## config.mk

```make
export PLATFORM = sky130hd
export DESIGN_NAME = peak_and_gated_rms_meter_unit
export DESIGN_NICKNAME = d
export VERILOG_FILES = /design/src/design/pgrms_pkg.sv /design/src/design/pgrms_front.sv /design/src/design/pgrms_queue.sv /design/src/design/pgrms_back.sv /design/src/design/peak_and_gated_rms_meter_unit.sv
export SDC_FILE = /design/constraint.sdc
export NUM_CORES = 2
export LEC_CHECK = 0
export BUFFER_PORTS_ARGS = -buffer_cell sky130_fd_sc_hd__buf_2
export CAP_MARGIN = 20
export CORE_MARGIN = 3
export CORE_UTILIZATION = 50
export DETAILED_ROUTE_END_ITERATION = 8
export HOLD_SLACK_MARGIN = 0.15
export PLACE_DENSITY = 0.73
export SYNTH_ARGS = -nofsm -noshare
export SYNTH_HDL_FRONTEND = slang
export SYNTH_SLANG_ARGS = --single-unit
export TNS_END_PERCENT = 100
```

## constraint.sdc

```tcl
create_clock -name clk -period 11.81 [get_ports clk]
set_clock_uncertainty 0.15 [all_clocks]
set_input_delay 2.362 -clock clk [delete_from_list [all_inputs] [get_ports clk]]
set_output_delay 2.362 -clock clk [all_outputs]
set_load 0.005 [all_outputs]
```

## src/design/pgrms_pkg.sv

```systemverilog
// Package with the shared constants, types and state codes of the level meter.
`timescale 1ns / 1ps
`default_nettype none
package pgrms_pkg;
	// Field and state widths.
	localparam int unsigned SAMPLE_W    = 16;
	localparam int unsigned CNT_W       = 21;
	localparam int unsigned SUM_W       = 51;
	localparam int unsigned SQ_W        = 31;
	localparam int unsigned MAX_SAMPLES = 1048576;

	// Summary queue between the accumulator and the root unit.
	localparam int unsigned QDEPTH = 4;
	localparam int unsigned QPTR_W = 2;
	localparam int unsigned QLVL_W = 3;

	// The quotient is below 2^31, so the divide runs over 31 bits and the root over 16 digits.
	localparam int unsigned QUO_W      = 31;
	localparam int unsigned RAD_W      = 32;
	localparam int unsigned DIV_STEPS  = 31;
	localparam int unsigned SQRT_STEPS = 16;
	localparam int unsigned STEP_W     = 5;

	// One finished block as handed from the front to the back.
	typedef struct packed {
		logic [SUM_W-1:0]    sum;
		logic [SAMPLE_W-1:0] peak;
		logic [CNT_W-1:0]    pos;
		logic [CNT_W-1:0]    total;
		logic                ovf;
	} summary_t;

	// Queue status seen by the front.
	typedef struct packed {
		logic [QLVL_W-1:0] level;
		logic              empty;
	} q_status_t;

	typedef enum logic [1:0] {
		B_IDLE,
		B_DIV,
		B_SQRT
	} back_state_t;
endpackage
`default_nettype wire

```

## src/design/pgrms_front.sv

```systemverilog
// Front end: takes samples, gates and squares them, and keeps the running block state.
`timescale 1ns / 1ps
`default_nettype none
module pgrms_front import pgrms_pkg::*; (
	input  wire logic                clk,
	input  wire logic                arst_n,
	input  wire logic                start,
	input  wire logic [SAMPLE_W-1:0] sample,
	input  wire logic                last,
	input  wire logic                cfg_valid,
	input  wire logic [SAMPLE_W-1:0] cfg_data,
	input  wire q_status_t           q_stat,
	output logic                     busy,
	output logic                     push,
	output summary_t                 push_word
);
	logic [SAMPLE_W-1:0] gate_q;
	logic                v_s1, last_s1, v_s2, last_s2;
	logic [SAMPLE_W-1:0] mag_s1, mag_s2;
	logic [SQ_W-1:0]     sq_s2;
	logic [SUM_W-1:0]    sum_q, sum_d;
	logic [CNT_W-1:0]    cnt_q, cnt_d;
	logic [SAMPLE_W-1:0] peak_q, peak_d;
	logic [CNT_W-1:0]    pos_q, pos_d;
	logic                ovf_q, ovf_d;
	logic                accept;
	logic [SAMPLE_W-1:0] mag_in;
	logic [2*SAMPLE_W-1:0] prod;
	logic [QLVL_W-1:0]   reserved;

	// A word is taken unless the queue could not hold every block end already in flight.
	assign reserved = q_stat.level + QLVL_W'(v_s1 & last_s1) + QLVL_W'(v_s2 & last_s2);
	assign busy     = (reserved >= QLVL_W'(QDEPTH));
	assign accept   = start & ~busy;

	// Magnitude of the two's complement sample; the most negative code gives 32768.
	assign mag_in = sample[SAMPLE_W-1] ? (~sample + SAMPLE_W'(1)) : sample;
	assign prod   = mag_s1 * mag_s1;

	// Gate threshold register.
	always_ff @(posedge clk or negedge arst_n) begin
		if (!arst_n) begin
			gate_q <= '0;
		end else if (cfg_valid) begin
			gate_q <= cfg_data;
		end
	end

	// Two stage pipeline: magnitude, then gated square.
	always_ff @(posedge clk or negedge arst_n) begin
		if (!arst_n) begin
			v_s1 <= 1'b0;
			v_s2 <= 1'b0;
		end else begin
			v_s1 <= accept;
			v_s2 <= v_s1;
		end
	end

	always_ff @(posedge clk) begin
		mag_s1  <= mag_in;
		last_s1 <= last;
		mag_s2  <= mag_s1;
		last_s2 <= last_s1;
		sq_s2   <= (mag_s1 > gate_q) ? prod[SQ_W-1:0] : '0;
	end

	// Block state update; samples past the limit only raise the overflow flag.
	always_comb begin
		sum_d  = sum_q;
		cnt_d  = cnt_q;
		peak_d = peak_q;
		pos_d  = pos_q;
		ovf_d  = ovf_q;
		if (v_s2) begin
			if (cnt_q < CNT_W'(MAX_SAMPLES)) begin
				cnt_d = cnt_q + CNT_W'(1);
				sum_d = sum_q + SUM_W'(sq_s2);
				if (mag_s2 > peak_q) begin
					peak_d = mag_s2;
					pos_d  = cnt_q + CNT_W'(1);
				end
			end else begin
				ovf_d = 1'b1;
			end
		end
	end

	assign push            = v_s2 & last_s2;
	assign push_word.sum   = sum_d;
	assign push_word.peak  = peak_d;
	assign push_word.pos   = pos_d;
	assign push_word.total = cnt_d;
	assign push_word.ovf   = ovf_d;

	// The state clears once a block summary has been queued.
	always_ff @(posedge clk or negedge arst_n) begin
		if (!arst_n) begin
			sum_q  <= '0;
			cnt_q  <= '0;
			peak_q <= '0;
			pos_q  <= '0;
			ovf_q  <= 1'b0;
		end else if (push) begin
			sum_q  <= '0;
			cnt_q  <= '0;
			peak_q <= '0;
			pos_q  <= '0;
			ovf_q  <= 1'b0;
		end else begin
			sum_q  <= sum_d;
			cnt_q  <= cnt_d;
			peak_q <= peak_d;
			pos_q  <= pos_d;
			ovf_q  <= ovf_d;
		end
	end

	// The sample count never passes the block limit.
	assert property (@(posedge clk) disable iff (!arst_n)
		cnt_q <= CNT_W'(MAX_SAMPLES))
		else $error("sample count beyond limit");
endmodule
`default_nettype wire

```

## src/design/pgrms_queue.sv

```systemverilog
// Short queue of block summaries between the accumulator and the root unit.
`timescale 1ns / 1ps
`default_nettype none
module pgrms_queue import pgrms_pkg::*; (
	input  wire logic     clk,
	input  wire logic     arst_n,
	input  wire logic     push,
	input  wire summary_t push_word,
	input  wire logic     pop,
	output summary_t      head,
	output q_status_t     q_stat
);
	summary_t          mem [QDEPTH];
	logic [QPTR_W-1:0] wr_ptr_q, rd_ptr_q;
	logic [QLVL_W-1:0] level_q;

	// Storage is written at the tail.
	always_ff @(posedge clk) begin
		if (push) begin
			mem[wr_ptr_q] <= push_word;
		end
	end

	assign head         = mem[rd_ptr_q];
	assign q_stat.level = level_q;
	assign q_stat.empty = (level_q == '0);

	// Pointers and fill level.
	always_ff @(posedge clk or negedge arst_n) begin
		if (!arst_n) begin
			wr_ptr_q <= '0;
			rd_ptr_q <= '0;
			level_q  <= '0;
		end else begin
			if (push) begin
				wr_ptr_q <= wr_ptr_q + QPTR_W'(1);
			end
			if (pop) begin
				rd_ptr_q <= rd_ptr_q + QPTR_W'(1);
			end
			level_q <= level_q + QLVL_W'(push) - QLVL_W'(pop);
		end
	end

	assert property (@(posedge clk) disable iff (!arst_n)
		push |-> (level_q != QLVL_W'(QDEPTH)) || pop)
		else $error("summary pushed into a full queue");
	assert property (@(posedge clk) disable iff (!arst_n)
		pop |-> (level_q != '0))
		else $error("summary popped from an empty queue");
endmodule
`default_nettype wire

```

## src/design/pgrms_back.sv

```systemverilog
// Back end: divides the gated sum by the count and takes the integer square root.
`timescale 1ns / 1ps
`default_nettype none
module pgrms_back import pgrms_pkg::*; (
	input  wire logic                clk,
	input  wire logic                arst_n,
	input  wire summary_t            head,
	input  wire q_status_t           q_stat,
	output logic                     pop,
	output logic                     done,
	output logic [SAMPLE_W-1:0]      peak_level,
	output logic [CNT_W-1:0]         peak_position,
	output logic [SAMPLE_W-1:0]      rms_level,
	output logic [CNT_W-1:0]         sample_total,
	output logic                     overflow
);
	back_state_t         state_q, state_d;
	logic [STEP_W-1:0]   step_q;
	logic                done_q;
	logic [CNT_W-1:0]    rem_q, rem_d;
	logic [QUO_W-1:0]    dvd_q, quo_q;
	logic [CNT_W-1:0]    total_q, pos_q;
	logic [SAMPLE_W-1:0] peak_q, root_q, rms_q;
	logic                ovf_q;
	logic [RAD_W-1:0]    rad_q;
	logic [SAMPLE_W+2:0] srem_q, srem_d;
	logic [CNT_W:0]      div_trial;
	logic                div_ge;
	logic [SAMPLE_W+2:0] sq_acc, sq_trial;
	logic                sq_ge;
	logic                div_end, sqrt_end;

	assign div_end  = (step_q == STEP_W'(DIV_STEPS - 1));
	assign sqrt_end = (step_q == STEP_W'(SQRT_STEPS - 1));

	// Sequencer: take a summary, run the divide, then the root.
	always_comb begin
		state_d = state_q;
		pop     = 1'b0;
		unique case (state_q)
			B_IDLE: begin
				if (!q_stat.empty) begin
					pop     = 1'b1;
					state_d = B_DIV;
				end
			end
			B_DIV: begin
				if (div_end) begin
					state_d = B_SQRT;
				end
			end
			B_SQRT: begin
				if (sqrt_end) begin
					state_d = B_IDLE;
				end
			end
			default: begin
				state_d = B_IDLE;
			end
		endcase
	end

	always_ff @(posedge clk or negedge arst_n) begin
		if (!arst_n) begin
			state_q <= B_IDLE;
			step_q  <= '0;
			done_q  <= 1'b0;
		end else begin
			state_q <= state_d;
			done_q  <= (state_q == B_SQRT) && sqrt_end;
			if (state_q == B_IDLE || (state_q == B_DIV && div_end)) begin
				step_q <= '0;
			end else begin
				step_q <= step_q + STEP_W'(1);
			end
		end
	end

	// Restoring divide step: one quotient bit a cycle.
	assign div_trial = {rem_q, dvd_q[QUO_W-1]};
	assign div_ge    = (div_trial >= {1'b0, total_q});
	assign rem_d     = div_ge ? CNT_W'(div_trial - {1'b0, total_q}) : div_trial[CNT_W-1:0];

	// Digit by digit root step: two radicand bits a cycle.
	assign sq_acc   = {srem_q[SAMPLE_W:0], rad_q[RAD_W-1 -: 2]};
	assign sq_trial = {1'b0, root_q, 2'b01};
	assign sq_ge    = (sq_acc >= sq_trial);
	assign srem_d   = sq_ge ? (sq_acc - sq_trial) : sq_acc;

	// Datapath registers.
	always_ff @(posedge clk) begin
		unique case (state_q)
			B_IDLE: begin
				rem_q   <= CNT_W'(head.sum[SUM_W-1:QUO_W]);
				dvd_q   <= head.sum[QUO_W-1:0];
				quo_q   <= '0;
				total_q <= head.total;
				peak_q  <= head.peak;
				pos_q   <= head.pos;
				ovf_q   <= head.ovf;
			end
			B_DIV: begin
				rem_q  <= rem_d;
				dvd_q  <= {dvd_q[QUO_W-2:0], 1'b0};
				quo_q  <= {quo_q[QUO_W-2:0], div_ge};
				rad_q  <= {1'b0, quo_q[QUO_W-2:0], div_ge};
				srem_q <= '0;
				root_q <= '0;
			end
			B_SQRT: begin
				rad_q  <= {rad_q[RAD_W-3:0], 2'b00};
				srem_q <= srem_d;
				root_q <= {root_q[SAMPLE_W-2:0], sq_ge};
				rms_q  <= {root_q[SAMPLE_W-2:0], sq_ge};
			end
			default: begin
				rem_q <= rem_q;
			end
		endcase
	end

	assign done          = done_q;
	assign peak_level    = peak_q;
	assign peak_position = pos_q;
	assign rms_level     = rms_q;
	assign sample_total  = total_q;
	assign overflow      = ovf_q;

	assert property (@(posedge clk) disable iff (!arst_n)
		done_q |=> !done_q)
		else $error("result word strobed in consecutive cycles");
	assert property (@(posedge clk) disable iff (!arst_n)
		done_q |-> (rms_q <= peak_q))
		else $error("rms level above peak level");
endmodule
`default_nettype wire

```

## src/design/peak_and_gated_rms_meter_unit.sv

```systemverilog
// Top level of the peak and gated RMS level meter.
// A sample word is taken in a cycle with start high and busy low; a block streams at one word a cycle
// while busy stays low. The result word is strobed on done once the last sample has passed
// the two pipeline stages, the summary queue, the divide and then the square root.
// The back end takes one block at a time, so a run of short blocks fills the four entry queue and busy
// then holds samples off. Reset clears the gate threshold, block state and queue; the receiver cannot stall.
`timescale 1ns / 1ps
`default_nettype none
module peak_and_gated_rms_meter_unit import pgrms_pkg::*; (
	input  wire logic                clk,
	input  wire logic                arst_n,
	input  wire logic                start,
	output logic                     busy,
	input  wire logic [SAMPLE_W-1:0] sample,
	input  wire logic                last,
	input  wire logic                cfg_valid,
	output logic                     cfg_ready,
	input  wire logic [SAMPLE_W-1:0] cfg_data,
	output logic                     done,
	output logic [SAMPLE_W-1:0]      peak_level,
	output logic [CNT_W-1:0]         peak_position,
	output logic [SAMPLE_W-1:0]      rms_level,
	output logic [CNT_W-1:0]         sample_total,
	output logic                     overflow
);
	logic      push, pop;
	summary_t  push_word, head;
	q_status_t q_stat;

	// The threshold register takes a word in any cycle.
	assign cfg_ready = 1'b1;

	pgrms_front u_front (
		.clk       (clk),
		.arst_n    (arst_n),
		.start     (start),
		.sample    (sample),
		.last      (last),
		.cfg_valid (cfg_valid),
		.cfg_data  (cfg_data),
		.q_stat    (q_stat),
		.busy      (busy),
		.push      (push),
		.push_word (push_word)
	);

	pgrms_queue u_queue (
		.clk       (clk),
		.arst_n    (arst_n),
		.push      (push),
		.push_word (push_word),
		.pop       (pop),
		.head      (head),
		.q_stat    (q_stat)
	);

	pgrms_back u_back (
		.clk           (clk),
		.arst_n        (arst_n),
		.head          (head),
		.q_stat        (q_stat),
		.pop           (pop),
		.done          (done),
		.peak_level    (peak_level),
		.peak_position (peak_position),
		.rms_level     (rms_level),
		.sample_total  (sample_total),
		.overflow      (overflow)
	);
endmodule
`default_nettype wire

```

==> impl_metrics.toml <==
[timing]
finalCriticalPeriod_ns = 6.632
finalHoldViolCount = 0
rsz0062_at_grt = "no"
min_period_over_period_pct = 56.16
tns_ns = 0
drv_slew = 0
worst_pin_slew_ns = 1.096
relSlewSlack_pct = 26.94
finalSetupViolations = 0
fmax_mhz = 150.8
layout_setup_ws_ns = 5.178

[placed_design]
port_buffers = 113
place_inst = 4663
gp_congestion = 0.8680
dpl-instance-area_um2 = 46380
place_hpwl_mm = 61.43
post-place-ws_ns = 5.211

[global_routing]
grt_pass1_wl_mm = 150.1
grt_max_degree = 95
grtUsageTotal_pct = 20.12
grt_pass1_vias = 27770
antenna_found_initial = 0
grt-ovfl-total = 0

[worst_setup_path]
required_ns = 12.16
critPathMaxStageDelay_ns = 0.87
rrSetupSlack_ns = 5.18
critical_path_class = "register to register"
cp-start-kind = "register"
critPathTopFamily = "adder cells"
cpMaxStageDelayCell = "dfxtp_1"
cp_max_fo = 19
crit_path_end_kind = "register"
path_buf_inv = 6
crit_arrival_ns = 6.98
cp_cell_sequence = "and2_1 > inv_1 > fa_1 > inv_1 > fa_1 > inv_1 > fa_1 > inv_1 > fa_1 > fa_1 > inv_1 > fa_1 > inv_1 > ha_1 > and3_1 > and3_1 > a22oi_1 > nand3_1 > a32oi_1 > o21ai_0 > xnor2_1 > nor2_1"

[clock_tree]
clockBufferDepth = 3
postCtsHoldBufs = 0
cts_sinks = 869
clock_latency_ns = 0.65
cts_made_buffers = 88
cts-root-buf = "clkbuf_16"
cts_tree = "done"
ctsResizeCount = 0
clkTransAtPathRegs_ns = 0.06
htreeDepth = 3
postCtsSetupRepairBufs = 0

[floorplanning]
die_w_um = 304.9
ios = 115
rows = 108
coreArea_um2 = 87700
initial_utilization_pct = 50.93
dieArea_um2 = 92950
die-height_um = 304.9

[layout]
fin_nets = 4017
fillers = 7040
fin_area_um2 = 49240
mostFrequentLayoutCells = "edfxtp_1, nand2_1, inv_1"
syn2layout_area_growth_pct = 10.25
fin_cells = 4830
drive_gt1_share_pct = 12.46
num_antenna_cells = 0
layout_commonest_cell = "edfxtp_1"

[routing]
first_pass_iters = 5
post_drt_via_cell_ratio = 5.605
via_count = 27070
drc_errors = 0
dr.first_iter.drc_count = 1947
wl_per_cell_um = 19.27
wl_mm = 93.06
ant_nets = 0

[logic_synthesis]
ys_ff_latch = 869
postSynthCellCount = 3512
syn_area_per_cell_um2 = 12.72
ys_types = 82
syn-cell-area_um2 = 44660
ys.flop_type = "edfxtp_1"
ys_warn_count = 0
async_flop_share_pct = 16.46
syn_nets = 3930
seq_area_frac_synth_pct = 55.39
synth_edf_count = 662

[hold_path]
hp-class = "register to register"

[flow_run]
drv_cap = 0

[run_status]
status = "completed"
-- stage by stage --
stage               hold WS, ns  utilization, %
finish                   0.2089           56.15
floorplan                0.1730               -
global placement         0.2010           52.89
CTS                      0.2091           56.14
global route             0.2261           56.15
detailed placement       0.1983           52.89
-- cell type report --
cell class	instances	area (µm²)	share of cell area, %
clock buffers	127	2502	5.082
clock inverters	39	347.8	0.7064
inverters	356	1336	2.714
multi-input cells	2146	18100	36.77
flip-flops and latches	869	24750	50.26
well taps	1155	1445	2.935
repair buffers	138	759.5	1.542
-- cells in the mapped netlist, types with 6 or more instances --
library cell	n	share of area, %
edfxtp_1	662	45
nand2_1	356	3.0
inv_1	354	3.0
ha_1	216	6.1
nor2_1	172	1.4
fa_1	165	7.4
a21oi_1	146	1.6
dfrtp_1	143	8.0
and2_1	135	1.9
o21ai_0	127	1.4
mux4_2	110	5.5
clkbuf_1	107	0.90
xnor2_1	80	1.6
nand3_1	75	0.84
a21o_1	69	1.2
nor3_1	69	0.77
dfxtp_1	64	2.9
xor2_1	64	1.3
mux2_2	32	0.81
nand4_1	27	0.38
a31oi_1	26	0.36
o21a_1	26	0.44
buf_1	19	0.16
nor2b_1	19	0.27
and3_1	18	0.25
o31ai_1	18	0.30
a211oi_1	16	0.27
nand2b_1	15	0.21
mux2i_1	14	0.31
buf_2	11	0.12
o211ai_1	11	0.18
or2_2	11	0.15
or3_1	11	0.15
o21bai_1	9	0.15
a21boi_0	8	0.13
a41oi_1	6	0.12
o31a_1	6	0.12
-- path summary, 6_finish.rpt --
path,startpoint,to,cells past startpoint
worst max-delay path,u_front.mag_s1[6],u_front.sq_s2[24],22
worst min-delay path,u_front.v_s1,u_front.v_s2,0
worst min register to register,u_front.v_s1,u_front.v_s2,0
worst max register to register,u_front.mag_s1[6],u_front.sq_s2[24],22
max in group asynchronous,arst_n,u_queue.rd_ptr_q[0],2
min in group asynchronous,arst_n,u_front.gate_q[3],1
-- per-layer routing --
layer | track usage [%] | share of wire (%) | vias up
met5 | 0 | 0 | -
met4 | 6.275 | 2.9 | 0
met3 | 3.548 | 5.8 | 164
met2 | 32.98 | 48 | 751
met1 | 27.55 | 43 | 13520
li1 | - | - | 12640
-- worst reg2reg max path, stage by stage (launching register included) --
cell	delay, ns
dfxtp_1	0.87
and2_1	0.28
inv_1	0.07
fa_1	0.50
inv_1	0.06
fa_1	0.50
inv_1	0.05
fa_1	0.47
inv_1	0.05
fa_1	0.50
fa_1	0.55
inv_1	0.06
fa_1	0.52
inv_1	0.04
ha_1	0.34
and3_1	0.21
and3_1	0.19
a22oi_1	0.17
nand3_1	0.20
a32oi_1	0.36
o21ai_0	0.15
xnor2_1	0.15
nor2_1	0.06
-- sequential cells by signal, summed over array words and instances, names as in the netlist, 2 cells and up --
name	cells
u_back.rad_q	32
u_front.cnt_q	21
u_back.srem_q	17
u_queue.level_q	3
u_back.sample_total	21
u_front.mag_s2	16
u_back.root_q	16
u_front.mag_s1	16
u_front.peak_q	16
u_back.peak_level	16
u_queue.mem	440
u_back.rem_q	21
u_queue.wr_ptr_q	2
u_back.dvd_q	31
u_back.peak_position	21
u_front.pos_q	21
u_back.state_q	2
u_back.quo_q	30
u_front.sum_q	51
u_back.rms_level	16
u_front.gate_q	16
u_queue.rd_ptr_q	2
u_front.sq_s2	30
u_back.step_q	5
-- cells by family after synthesis --
| kind of cell | share of synthesized area, % |
|---|---|
| xor+xnor | 2.824 |
| mux | 6.667 |
| fa+ha+maj | 13.45 |
| simple gates | 9.883 |
| buf+inv | 4.252 |
| flops | 55.39 |
| other cells | 0.008396 |
| compound gates | 7.530 |
Power is left out: the tool's default activity adds up to more than one toggle a clock period on the data nets, which glitch-free logic cannot reach.
